[src/sv/atte_pkg.sv]
`default_nettype none
package atte_pkg;

    localparam int NUM_BUCKETS  = 4;
    localparam int NUM_CHANNELS = 2;
    localparam int NUM_SLOTS    = NUM_CHANNELS * NUM_BUCKETS;
    localparam int SLOT_W       = (NUM_SLOTS > 1) ? $clog2(NUM_SLOTS) : 1;

    localparam logic [39:0] LIMIT_ONE_RST   = 40'd4096;
    localparam logic [39:0] LIMIT_TWO_RST   = 40'd65536;
    localparam logic [39:0] LIMIT_THREE_RST = 40'd1048576;

    localparam logic [19:0] QUEUE_SEED  = 20'd50000;
    localparam logic [19:0] QUEUE_MIN   = 20'd6250;
    localparam logic [19:0] QUEUE_MAX   = 20'd800000;
    localparam logic [39:0] START_SEED  = 40'd200000;
    localparam logic [20:0] COST_SEED   = 21'd131072;
    localparam logic [20:0] DUAL_SEED   = 21'd163840;
    localparam logic [20:0] COST_MIN    = 21'd16384;
    localparam logic [20:0] COST_MAX    = 21'd1048576;
    localparam logic [8:0]  SLOW_SEED   = 9'd125;
    localparam logic [8:0]  SLOW_MIN    = 9'd100;
    localparam logic [8:0]  SLOW_MAX    = 9'd400;

    // divide by 100: 2^32 = 100 * PCT_HI_MUL + 96, low part by reciprocal of 25 >> 37
    localparam logic [63:0] PCT_RECIP  = 64'd5497558139;
    localparam logic [63:0] PCT_HI_MUL = 64'd42949672;

    localparam logic [6:0] COST_MUL_STEPS = 7'd21;
    localparam logic [6:0] SLOW_MUL_STEPS = 7'd9;
    localparam logic [6:0] PCT_LO_STEPS   = 7'd31;
    localparam logic [6:0] PCT_HI_STEPS   = 7'd19;
    localparam logic [6:0] DIV_STEPS      = 7'd64;

    localparam logic [1:0] REG_LIMIT_ONE   = 2'd0;
    localparam logic [1:0] REG_LIMIT_TWO   = 2'd1;
    localparam logic [1:0] REG_LIMIT_THREE = 2'd2;

    typedef enum logic [1:0] {
        CMD_BEGIN    = 2'd0,
        CMD_MISS     = 2'd1,
        CMD_ESTIMATE = 2'd2,
        CMD_OBSERVE  = 2'd3
    } t_cmd;

    typedef enum logic {
        OP_MUL = 1'b0,
        OP_DIV = 1'b1
    } t_op;

    typedef struct packed {
        logic        start;
        t_op         op;
        logic [6:0]  steps;
        logic [63:0] a;
        logic [63:0] b;
    } t_unit_req;

    typedef struct packed {
        logic        busy;
        logic        done;
        logic [63:0] result;
    } t_unit_rsp;

    function automatic logic [39:0] blend(input logic [39:0] v, input logic [39:0] s,
                                          input logic [2:0] c);
        logic [42:0] sum;
        if (c < 3'd4) begin
            sum = ({3'b0, v} + {3'b0, s}) >> 1;
        end else begin
            sum = (({3'b0, v} << 3) - {3'b0, v} + {3'b0, s}) >> 3;
        end
        return sum[39:0];
    endfunction

    function automatic logic [2:0] count_up(input logic [2:0] c);
        return (c < 3'd4) ? c + 3'd1 : c;
    endfunction

endpackage
`default_nettype wire

[src/sv/atte_unit.sv]
`default_nettype none
module atte_unit
    import atte_pkg::*;
(
    input  wire logic      i_clk,
    input  wire logic      i_rst_n,
    input  wire t_unit_req i_req,
    output t_unit_rsp      o_rsp
);

    logic        r_busy;
    logic        r_done;
    t_op         r_op;
    logic [6:0]  r_cnt;
    logic [63:0] r_a;
    logic [63:0] r_b;
    logic [63:0] r_acc;
    logic [63:0] r_rem;

    logic [64:0] trial;
    logic        ge;

    always_comb begin
        trial = {r_rem, r_a[63]};
        ge    = trial >= {1'b0, r_b};
    end

    always_ff @(posedge i_clk) begin
        if (!i_rst_n) begin
            r_busy <= 1'b0;
            r_done <= 1'b0;
            r_cnt  <= '0;
        end else begin
            r_done <= 1'b0;
            if (i_req.start) begin
                r_busy <= 1'b1;
                r_op   <= i_req.op;
                r_cnt  <= i_req.steps;
                r_a    <= i_req.a;
                r_b    <= i_req.b;
                r_acc  <= '0;
                r_rem  <= '0;
            end else if (r_busy) begin
                if (r_op == OP_MUL) begin
                    // shift-add, one multiplier bit a cycle
                    if (r_b[0]) begin
                        r_acc <= r_acc + r_a;
                    end
                    r_a <= r_a << 1;
                    r_b <= r_b >> 1;
                end else begin
                    // restoring divide, one quotient bit a cycle
                    r_rem <= ge ? trial[63:0] - r_b : trial[63:0];
                    r_acc <= {r_acc[62:0], ge};
                    r_a   <= r_a << 1;
                end
                r_cnt <= r_cnt - 7'd1;
                if (r_cnt == 7'd1) begin
                    r_busy <= 1'b0;
                    r_done <= 1'b1;
                end
            end
        end
    end

    assign o_rsp.busy   = r_busy;
    assign o_rsp.done   = r_done;
    assign o_rsp.result = r_acc;

endmodule
`default_nettype wire

[src/sv/adaptive_transfer_time_estimator_top.sv]
`default_nettype none
// Transfer time estimator for two channels and four size buckets. Each word on the
// input stream gets one result word holding the queue, execution and total estimates
// computed from the learned state before the word's command is applied. All products
// and quotients run through one shared shift-add / restoring-divide unit, one bit per
// cycle, and the block takes no new word until the previous one is fully applied.
// Estimates need the cost multiply, plus, when both channels have missed, the overlap
// slowdown scaling (its divide by 100 is two reciprocal multiplies); an observe that
// learns a cost adds the cost divide and, on overlap, the slowdown ratio divide.
// A result word held by the receiver stalls the block.
// Configuration writes are always accepted and should be made while idle.
module adaptive_transfer_time_estimator_top
    import atte_pkg::*;
(
    input  wire logic         i_clk,
    input  wire logic         i_rst_n,
    input  wire logic         i_cfg_valid,
    output logic              o_cfg_ready,
    input  wire logic [1:0]   i_cfg_index,
    input  wire logic [39:0]  i_cfg_data,
    input  wire logic         s_tvalid,
    output logic              s_tready,
    // byte_count, measured_queue_ns, measured_exec_ns, overlap_active, zero pad
    input  wire logic [127:0] s_tdata,
    // command, channel
    input  wire logic [2:0]   s_tuser,
    output logic              m_tvalid,
    input  wire logic         m_tready,
    // queue_estimate_ns, exec_estimate_ns, total_estimate_ns, zero pad
    output logic [111:0]      m_tdata
);

    typedef enum logic [3:0] {
        ST_IDLE,
        ST_COST_WAIT,
        ST_SLOW_WAIT,
        ST_PCT_WAIT,
        ST_HI_WAIT,
        ST_OUT,
        ST_UPDATE,
        ST_LEARN_WAIT,
        ST_RATIO_WAIT
    } t_state;

    t_state      r_state;
    t_unit_req   r_req;
    t_unit_rsp   unit_rsp;

    logic [39:0] r_limit_one, r_limit_two, r_limit_three;

    logic [19:0] r_queue   [NUM_CHANNELS];
    logic [2:0]  r_qcnt    [NUM_CHANNELS];
    logic        r_miss    [NUM_CHANNELS];
    logic [39:0] r_startup [NUM_SLOTS];
    logic [20:0] r_solo    [NUM_SLOTS];
    logic [20:0] r_dualc   [NUM_SLOTS];
    logic [2:0]  r_scnt    [NUM_SLOTS];
    logic [2:0]  r_dcnt    [NUM_SLOTS];
    logic [8:0]  r_slow;
    logic [39:0] r_fabric;
    logic        r_fabric_seen;

    t_cmd        r_cmd;
    logic        r_ch;
    logic [39:0] r_bytes, r_qns, r_ens;
    logic        r_overlap;
    logic [SLOT_W-1:0] r_slot;
    logic        r_dual;
    logic [43:0] r_exec;
    logic [20:0] r_sample;
    logic [18:0] r_pct_hi;

    logic        r_m_valid;
    logic [19:0] r_o_queue;
    logic [42:0] r_o_exec;
    logic [43:0] r_o_total;

    logic [1:0]        bucket;
    logic [SLOT_W-1:0] slot;
    logic [41:0]       exec_sum;
    logic [44:0]       total_sum;
    logic [19:0]       qclamp;
    logic [39:0]       start_v, body;
    logic [63:0]       quot;
    logic [20:0]       sample_c, solo_div;
    logic [27:0]       sample_x100;
    logic [8:0]        ratio;
    logic [11:0]       slow_sum;
    logic [42:0]       fabric_sum;
    logic [18:0]       pct_hi;
    logic [32:0]       pct_b;

    always_comb begin
        if (s_tdata[39:0] >= r_limit_three) begin
            bucket = 2'd3;
        end else if (s_tdata[39:0] >= r_limit_two) begin
            bucket = 2'd2;
        end else if (s_tdata[39:0] >= r_limit_one) begin
            bucket = 2'd1;
        end else begin
            bucket = 2'd0;
        end
        if (int'(bucket) > NUM_BUCKETS - 1) begin
            slot = SLOT_W'(int'(s_tuser[2]) * NUM_BUCKETS + NUM_BUCKETS - 1);
        end else begin
            slot = SLOT_W'(int'(s_tuser[2]) * NUM_BUCKETS + int'(bucket));
        end

        exec_sum  = {2'b0, r_startup[r_slot]} + {1'b0, unit_rsp.result[60:20]};
        total_sum = {25'b0, r_queue[r_ch]} + {1'b0, r_exec}
                  + (r_dual ? {5'b0, r_fabric} : 45'd0);

        // high part of the scaled product times 96, plus its low 32 bits
        pct_hi = unit_rsp.result[50:32];
        pct_b  = {8'b0, pct_hi, 6'b0} + {9'b0, pct_hi, 5'b0}
               + {1'b0, unit_rsp.result[31:0]};

        if (r_qns < {20'b0, QUEUE_MIN}) begin
            qclamp = QUEUE_MIN;
        end else if (r_qns > {20'b0, QUEUE_MAX}) begin
            qclamp = QUEUE_MAX;
        end else begin
            qclamp = r_qns[19:0];
        end

        start_v = r_startup[r_slot];
        body    = (r_ens > start_v) ? r_ens - start_v : r_ens >> 1;

        quot = unit_rsp.result;
        if (quot < {43'b0, COST_MIN}) begin
            sample_c = COST_MIN;
        end else if (quot > {43'b0, COST_MAX}) begin
            sample_c = COST_MAX;
        end else begin
            sample_c = quot[20:0];
        end

        sample_x100 = ({7'b0, r_sample} << 6) + ({7'b0, r_sample} << 5)
                    + ({7'b0, r_sample} << 2);
        solo_div    = (r_solo[r_slot] != 21'd0) ? r_solo[r_slot] : COST_SEED;

        if (quot < {55'b0, SLOW_MIN}) begin
            ratio = SLOW_MIN;
        end else if (quot > {55'b0, SLOW_MAX}) begin
            ratio = SLOW_MAX;
        end else begin
            ratio = quot[8:0];
        end
        slow_sum   = (({3'b0, r_slow} << 3) - {3'b0, r_slow} + {3'b0, ratio}) >> 3;
        fabric_sum = (({3'b0, r_fabric} << 3) - {3'b0, r_fabric} + {6'b0, r_ens[39:3]}) >> 3;
    end

    always_ff @(posedge i_clk) begin
        if (!i_rst_n) begin
            r_state       <= ST_IDLE;
            r_req.start   <= 1'b0;
            r_m_valid     <= 1'b0;
            r_limit_one   <= LIMIT_ONE_RST;
            r_limit_two   <= LIMIT_TWO_RST;
            r_limit_three <= LIMIT_THREE_RST;
            for (int i = 0; i < NUM_CHANNELS; i++) begin
                r_queue[i] <= QUEUE_SEED;
                r_qcnt[i]  <= '0;
                r_miss[i]  <= 1'b0;
            end
            for (int i = 0; i < NUM_SLOTS; i++) begin
                r_startup[i] <= START_SEED;
                r_solo[i]    <= COST_SEED;
                r_dualc[i]   <= DUAL_SEED;
                r_scnt[i]    <= '0;
                r_dcnt[i]    <= '0;
            end
            r_slow        <= SLOW_SEED;
            r_fabric      <= '0;
            r_fabric_seen <= 1'b0;
        end else begin
            r_req.start <= 1'b0;
            if (m_tvalid && m_tready) begin
                r_m_valid <= 1'b0;
            end
            if (i_cfg_valid) begin
                unique case (i_cfg_index)
                    REG_LIMIT_ONE:   r_limit_one   <= i_cfg_data;
                    REG_LIMIT_TWO:   r_limit_two   <= i_cfg_data;
                    REG_LIMIT_THREE: r_limit_three <= i_cfg_data;
                    default: ;
                endcase
            end
            unique case (r_state)
                ST_IDLE: begin
                    if (s_tvalid) begin
                        r_cmd       <= t_cmd'(s_tuser[1:0]);
                        r_ch        <= s_tuser[2];
                        r_bytes     <= s_tdata[39:0];
                        r_qns       <= s_tdata[79:40];
                        r_ens       <= s_tdata[119:80];
                        r_overlap   <= s_tdata[120];
                        r_slot      <= slot;
                        r_dual      <= r_miss[0] && r_miss[1];
                        r_req.start <= 1'b1;
                        r_req.op    <= OP_MUL;
                        r_req.steps <= COST_MUL_STEPS;
                        r_req.a     <= {24'b0, s_tdata[39:0]};
                        r_req.b     <= {43'b0, (r_miss[0] && r_miss[1]) ? r_dualc[slot]
                                                                        : r_solo[slot]};
                        r_state     <= ST_COST_WAIT;
                    end
                end
                ST_COST_WAIT: begin
                    if (unit_rsp.done) begin
                        if (r_dual) begin
                            r_req.start <= 1'b1;
                            r_req.op    <= OP_MUL;
                            r_req.steps <= SLOW_MUL_STEPS;
                            r_req.a     <= {22'b0, exec_sum};
                            r_req.b     <= {55'b0, r_slow};
                            r_state     <= ST_SLOW_WAIT;
                        end else begin
                            r_exec  <= {2'b0, exec_sum};
                            r_state <= ST_OUT;
                        end
                    end
                end
                ST_SLOW_WAIT: begin
                    if (unit_rsp.done) begin
                        r_pct_hi    <= pct_hi;
                        r_req.start <= 1'b1;
                        r_req.op    <= OP_MUL;
                        r_req.steps <= PCT_LO_STEPS;
                        r_req.a     <= PCT_RECIP;
                        r_req.b     <= {33'b0, pct_b[32:2]};
                        r_state     <= ST_PCT_WAIT;
                    end
                end
                ST_PCT_WAIT: begin
                    if (unit_rsp.done) begin
                        r_exec      <= {17'b0, unit_rsp.result[63:37]};
                        r_req.start <= 1'b1;
                        r_req.op    <= OP_MUL;
                        r_req.steps <= PCT_HI_STEPS;
                        r_req.a     <= PCT_HI_MUL;
                        r_req.b     <= {45'b0, r_pct_hi};
                        r_state     <= ST_HI_WAIT;
                    end
                end
                ST_HI_WAIT: begin
                    if (unit_rsp.done) begin
                        r_exec  <= r_exec + unit_rsp.result[43:0];
                        r_state <= ST_OUT;
                    end
                end
                ST_OUT: begin
                    if (!r_m_valid || m_tready) begin
                        r_m_valid <= 1'b1;
                        r_o_queue <= r_queue[r_ch];
                        r_o_exec  <= r_exec[42:0];
                        r_o_total <= total_sum[43:0];
                        r_state   <= ST_UPDATE;
                    end
                end
                ST_UPDATE: begin
                    r_state <= ST_IDLE;
                    case (r_cmd)
                        CMD_BEGIN: begin
                            for (int i = 0; i < NUM_CHANNELS; i++) begin
                                r_miss[i] <= 1'b0;
                            end
                        end
                        CMD_MISS: r_miss[r_ch] <= 1'b1;
                        CMD_OBSERVE: begin
                            if (r_qns != 40'd0) begin
                                r_queue[r_ch] <= 20'(blend({20'b0, r_queue[r_ch]},
                                                           {20'b0, qclamp}, r_qcnt[r_ch]));
                                r_qcnt[r_ch]  <= count_up(r_qcnt[r_ch]);
                            end
                            if (r_bytes != 40'd0 && r_ens != 40'd0) begin
                                if (body < (start_v >> 2)) begin
                                    r_startup[r_slot] <= blend(start_v, r_ens, r_scnt[r_slot]);
                                    r_scnt[r_slot]    <= count_up(r_scnt[r_slot]);
                                end else begin
                                    r_req.start <= 1'b1;
                                    r_req.op    <= OP_DIV;
                                    r_req.steps <= DIV_STEPS;
                                    r_req.a     <= {4'b0, body, 20'b0};
                                    r_req.b     <= {24'b0, r_bytes};
                                    r_state     <= ST_LEARN_WAIT;
                                end
                            end
                        end
                        default: ;
                    endcase
                end
                ST_LEARN_WAIT: begin
                    if (unit_rsp.done) begin
                        r_sample <= sample_c;
                        if (r_overlap) begin
                            r_dualc[r_slot] <= 21'(blend({19'b0, r_dualc[r_slot]},
                                                         {19'b0, sample_c}, r_dcnt[r_slot]));
                            r_dcnt[r_slot]  <= count_up(r_dcnt[r_slot]);
                            r_state         <= ST_RATIO_WAIT;
                        end else begin
                            r_solo[r_slot] <= 21'(blend({19'b0, r_solo[r_slot]},
                                                        {19'b0, sample_c}, r_scnt[r_slot]));
                            r_scnt[r_slot] <= count_up(r_scnt[r_slot]);
                            r_state        <= ST_IDLE;
                        end
                    end
                end
                ST_RATIO_WAIT: begin
                    // ratio divide issued here once the sample is registered
                    if (!unit_rsp.busy && !unit_rsp.done && !r_req.start) begin
                        r_req.start <= 1'b1;
                        r_req.op    <= OP_DIV;
                        r_req.steps <= DIV_STEPS;
                        r_req.a     <= {36'b0, sample_x100};
                        r_req.b     <= {43'b0, solo_div};
                    end
                    if (unit_rsp.done) begin
                        r_slow        <= slow_sum[8:0];
                        r_fabric      <= r_fabric_seen ? fabric_sum[39:0] : {3'b0, r_ens[39:3]};
                        r_fabric_seen <= 1'b1;
                        r_state       <= ST_IDLE;
                    end
                end
                default: r_state <= ST_IDLE;
            endcase
        end
    end

    atte_unit u_unit (
        .i_clk   (i_clk),
        .i_rst_n (i_rst_n),
        .i_req   (r_req),
        .o_rsp   (unit_rsp)
    );

    assign o_cfg_ready = 1'b1;
    assign s_tready    = (r_state == ST_IDLE);
    assign m_tvalid    = r_m_valid;
    assign m_tdata     = {5'b0, r_o_total, r_o_exec, r_o_queue};

`ifndef SYNTHESIS
    a_idle_unit_free: assert property (@(posedge i_clk) disable iff (!i_rst_n)
        (r_state == ST_IDLE) |-> !unit_rsp.busy)
        else $error("shared unit busy while idle");
    a_done_expected: assert property (@(posedge i_clk) disable iff (!i_rst_n)
        unit_rsp.done |-> (r_state == ST_COST_WAIT || r_state == ST_SLOW_WAIT ||
                           r_state == ST_PCT_WAIT || r_state == ST_HI_WAIT ||
                           r_state == ST_LEARN_WAIT || r_state == ST_RATIO_WAIT))
        else $error("unit result with no step waiting");
    a_slow_range: assert property (@(posedge i_clk) disable iff (!i_rst_n)
        (r_slow >= SLOW_MIN) && (r_slow <= SLOW_MAX))
        else $error("slowdown out of range");
    a_out_after_word: assert property (@(posedge i_clk) disable iff (!i_rst_n)
        $rose(r_m_valid) |-> $past(r_state == ST_OUT))
        else $error("result word outside output step");
`endif

endmodule
`default_nettype wire

[config.mk]
export PLATFORM = sky130hd
export DESIGN_NAME = adaptive_transfer_time_estimator_top
export DESIGN_NICKNAME = d
export VERILOG_FILES = /design/src/sv/atte_pkg.sv /design/src/sv/atte_unit.sv /design/src/sv/adaptive_transfer_time_estimator_top.sv
export SDC_FILE = /design/constraint.sdc
export NUM_CORES = 2
export LEC_CHECK = 0
export BUFFER_PORTS_ARGS = -buffer_cell sky130_fd_sc_hd__buf_2
export CORE_MARGIN = 1.5
export CORE_UTILIZATION = 35
export DETAILED_ROUTE_END_ITERATION = 16
export GPL_TIMING_DRIVEN = 0
export PLACE_DENSITY = 0.62
export REMOVE_ABC_BUFFERS = 1
export SETUP_SLACK_MARGIN = 0.5
export SLEW_MARGIN = 0
export SYNTH_ARGS = -nofsm -noshare
export SYNTH_HDL_FRONTEND = slang
export SYNTH_SLANG_ARGS = --single-unit
[constraint.sdc]
create_clock -name i_clk -period 22.8 [get_ports i_clk]
set_input_delay 4.56 -clock i_clk [delete_from_list [all_inputs] [get_ports i_clk]]
set_output_delay 4.56 -clock i_clk [all_outputs]
set_load 0.005 [all_outputs]
==> impl_metrics.csv <==
group,metric,value,unit
synthesis,ys_ff_latch,1597,
clock_tree,clkTransAtPathRegs,0.06,ns
placed_design,io_buffer_count,279,
global_routing,grt_pass1_vias,78200,
final_layout,utilization,39.7,%
clock_tree,cts_tree,"built",
setup_path,path_common_cell,"buf_16",
timing,setup_slack,10.88,ns
setup_path,worstSetupEndpointType,"flip-flop",
drt,vias,83000,
power_and_ir_drop,p_sw_share,40.9,%
final_layout,fillers,29100,
synthesis,synth_top_area_share,40.1,%
setup_path,critical_path.max_fanout,39,
timing,slew_headroom,-4.65,%
final_layout,drive_gt1_share,10.8,%
placed_design,pre_cts_ws,10.96,ns
timing,skew,0.0648,ns
power_and_ir_drop,combPwrFrac,44.2,%
setup_path,max_stage_delay,0.87,ns
global_routing,grt_use_total,23.4,%
timing,period_needed,11.92,ns
synthesis,synth-seq-area-share,43.8,%
synthesis,synth_edf_count,1407,
timing,finalHoldViolations,0,
synthesis,syn_area,105000,um2
clock_tree,ctsRootBufferMaster,"clkbuf_16",
clock_tree,cts_hold_buf,0,
final_layout,syn2layout_area_growth,12.9,%
timing,whs,0.453,ns
global_routing,grt_pass1_wl,527,mm
clock_tree,cts_buffer_depth,4,
synthesis,synth_area_leaders,"edfxtp_1, ha_1, nor2_1",
timing,rsz0062_at_grt,"false",
clock_tree,numCtsBuffers,190,
power_and_ir_drop,power_switching,5.13,mW
synthesis,synth_top_area_cell,"edfxtp_1",
timing,fmax,83.9,MHz
clock_tree,htree_levels,4,
placed_design,gp_congestion,0.982,
clock_tree,clock-sinks,1597,
drt,met1_length,155,mm
timing,drv_slew,14,
drt,dr.pass1.iters,10,
power_and_ir_drop,peakVddDrop,0.0631,mV
clock_tree,clk_latency,0.92,ns
global_routing,grt_max_degree,118,
power_and_ir_drop,pwr-share-clk,25.2,%
power_and_ir_drop,power_density,105,nW/um2
setup_path,cp-start-kind,"flip-flop",
timing,worst_pin_slew,1.53,ns
timing,finalCritPeriodShare,52.3,%
hold_path,hold_class,"flip-flop to flip-flop",
floorplan,core_area,300000,um2
setup_path,cp.required,23.37,ns
power_and_ir_drop,leakage,46.2,nW
synthesis,synth_ff_type,"edfxtp_1",
drt,antenna_left,0,
drt,drt_iter0_markers,10400,
synthesis,synth.avg_cell_area,10.3,um2
floorplan,die-area,304000,um2
floorplan,dieHeight,551,um
placed_design,detailed_place_hpwl,273,mm
setup_path,path_class,"flip-flop to flip-flop",
power_and_ir_drop,intPower,7.40,mW
synthesis,async_reset_ff_share,0,%
drt,via_per_inst,5.71,
setup_path,worstPathArrival,12.49,ns
power_and_ir_drop,seqPwrFrac,30.6,%
drt,wire_per_inst,25.2,um
drt,wl_met3,36.3,mm
final_layout,final_net_count,11500,
drt,met2_length,157,mm
floorplan,ioPinCount,293,
floorplan,start_util,35.1,%
global_routing,grt_overflow,0,
synthesis,netlist_instances,10200,
final_layout,regArea,46100,um2
synthesis,yosys_warnings,0,
clock_tree,ctsResizeCount,0,
floorplan,num_rows,201,
run_status,status,"complete, but fails checks",
setup_path,cpLargestDelayFamily,"simple AND/OR/NAND/NOR gates",
drt,drc,0,
setup_path,crit_buf_inv,6,
synthesis,synth_cell_type_count,99,
drt,dr.max_layer_used,"met5",
power_and_ir_drop,finalPower,12.5,mW
job,maxCapViolCount,6,
timing,setup_viol,0,
clock_tree,cts_setup_buffers,0,
drt,totalWireLength,367,mm
run_status,violations,"capacitance limit, slew limit",
final_layout,multi_input_area,55000,um2
setup_path,crit_path_top_delay_cell,"or2_1",
floorplan,fp.dieW,551,um
global_routing,antenna_found_initial,75,
[sequential cells by signal, summed over array words and instances (netlist names), 44 cells and up, named ones only]
name	cells
r_dualc	168
r_exec	44
r_o_total	44
r_req	107
r_solo	168
r_startup	320
u_unit.r_a	64
u_unit.r_acc	64
u_unit.r_rem	64
[worst paths after layout]
| kind | slack [ns] | cells after the start | endpoint | start |
|---|---|---|---|---|
| setup / recovery | 10.88 | 32 | r_req[121]$_DFFE_PP_ | flip-flop |
| hold / removal | 0.45 | 2 | r_limit_three[23]$_SDFFE_PN0P_ | r_limit_three[23]$_SDFFE_PN0P_ |
| setup reg to reg | 10.88 | 32 | r_req[121]$_DFFE_PP_ | flip-flop |
| hold reg to reg | 0.45 | 2 | r_limit_three[23]$_SDFFE_PN0P_ | r_limit_three[23]$_SDFFE_PN0P_ |
[power by group through the flow]
stage | Sequential (mW) | Combinational (mW) | Clock [mW]
2_1_floorplan | 3.82 | 3.86 | 0
3_3_place_gp | 4.05 | 5.33 | 0
3_5_place_dp | 3.88 | 5.39 | 0
4_1_cts | 3.82 | 5.43 | 3.19
5_1_grt | 3.84 | 6.03 | 3.30
6_report | 3.83 | 5.54 | 3.16
[worst reg2reg max path: cells and delay by family, from the launching register on]
| family | cells | cell delay [ns] |
|---|---|---|
| buffers and inverters | 6 | 1.76 |
| AND/OR/NAND/NOR | 10 | 4.02 |
| AO/OA/AOI/OAI | 10 | 2.55 |
| XOR/XNOR | 1 | 0.09 |
| adder cells (fa/ha/maj) | 2 | 0.78 |
| flip-flops | 1 | 0.68 |
| multiplexers | 3 | 1.66 |
[per-layer routing]
layer / track usage, % / vias up
met3: 4.96 / 760
met4: 11.3 / 24
li1: - / 37600
met2: 34.8 / 4013
met1: 32.3 / 40600
met5: 0 / -
[cells by family (layout without fill, tap and decap cells)]
group	count (synthesis)	after routing	synth area share [%]
AOI/OAI and AO/OA	2449	2449	14.9
xor gates and xnor gates	491	491	4.09
adders and majority gates	975	975	13.0
buffers and inverters	1175	1475	4.28
DFF	1597	1597	43.8
muxes	464	464	6.64
other	2	46	0.00714
and+or+nand+nor	3090	3090	13.4
[stage by stage]
step	TNS, ns	instances	area (um2)
after floorplan	0	9800	103000
after detailed placement	0	14200	112000
after global routing	0	14500	119000
after CTS	0	14500	119000
after global placement	-2117.09	14000	110000
final	0	14500	119000
[cell type report]
class / instances / share of cell area [%]
well taps: 3958 / 4.17
diodes: 40 / 0.0842
inverters: 728 / 2.31
repair buffers: 404 / 3.05
flip-flops and latches: 1597 / 38.8
clock inverters: 117 / 1.16
clock buffers: 226 / 4.20
multi-input cells: 7475 / 46.3
[placed cells by master (no fill, tap or decap), types with 149 or more instances in the layout]
master and instances:
edfxtp_1 1407, nor2_1 1083, nand2_1 893, a21oi_1 812, ha_1 777, inv_1 715
o21ai_0 450, xnor2_1 330, a21o_1 319, buf_2 279, fa_1 198, clkbuf_16 192
dfxtp_1 185, nand3_1 183, mux4_2 176, mux2i_1 175, xor2_1 161, nor3_1 149
[cells in the mapped netlist, drive strengths merged, types with 132 or more instances]
master  count
a21oi     815
nor2     1092
dfxtp     190
xor2      161
inv       722
clkbuf    358
nand2     912
nor3      158
a21o      319
mux2i     179
ha        777
xnor2     330
nand3     184
o21ai     492
edfxtp   1407
mux4      176
nand2b    132
fa        198
Note: power is estimated with default switching activity, not from simulation.
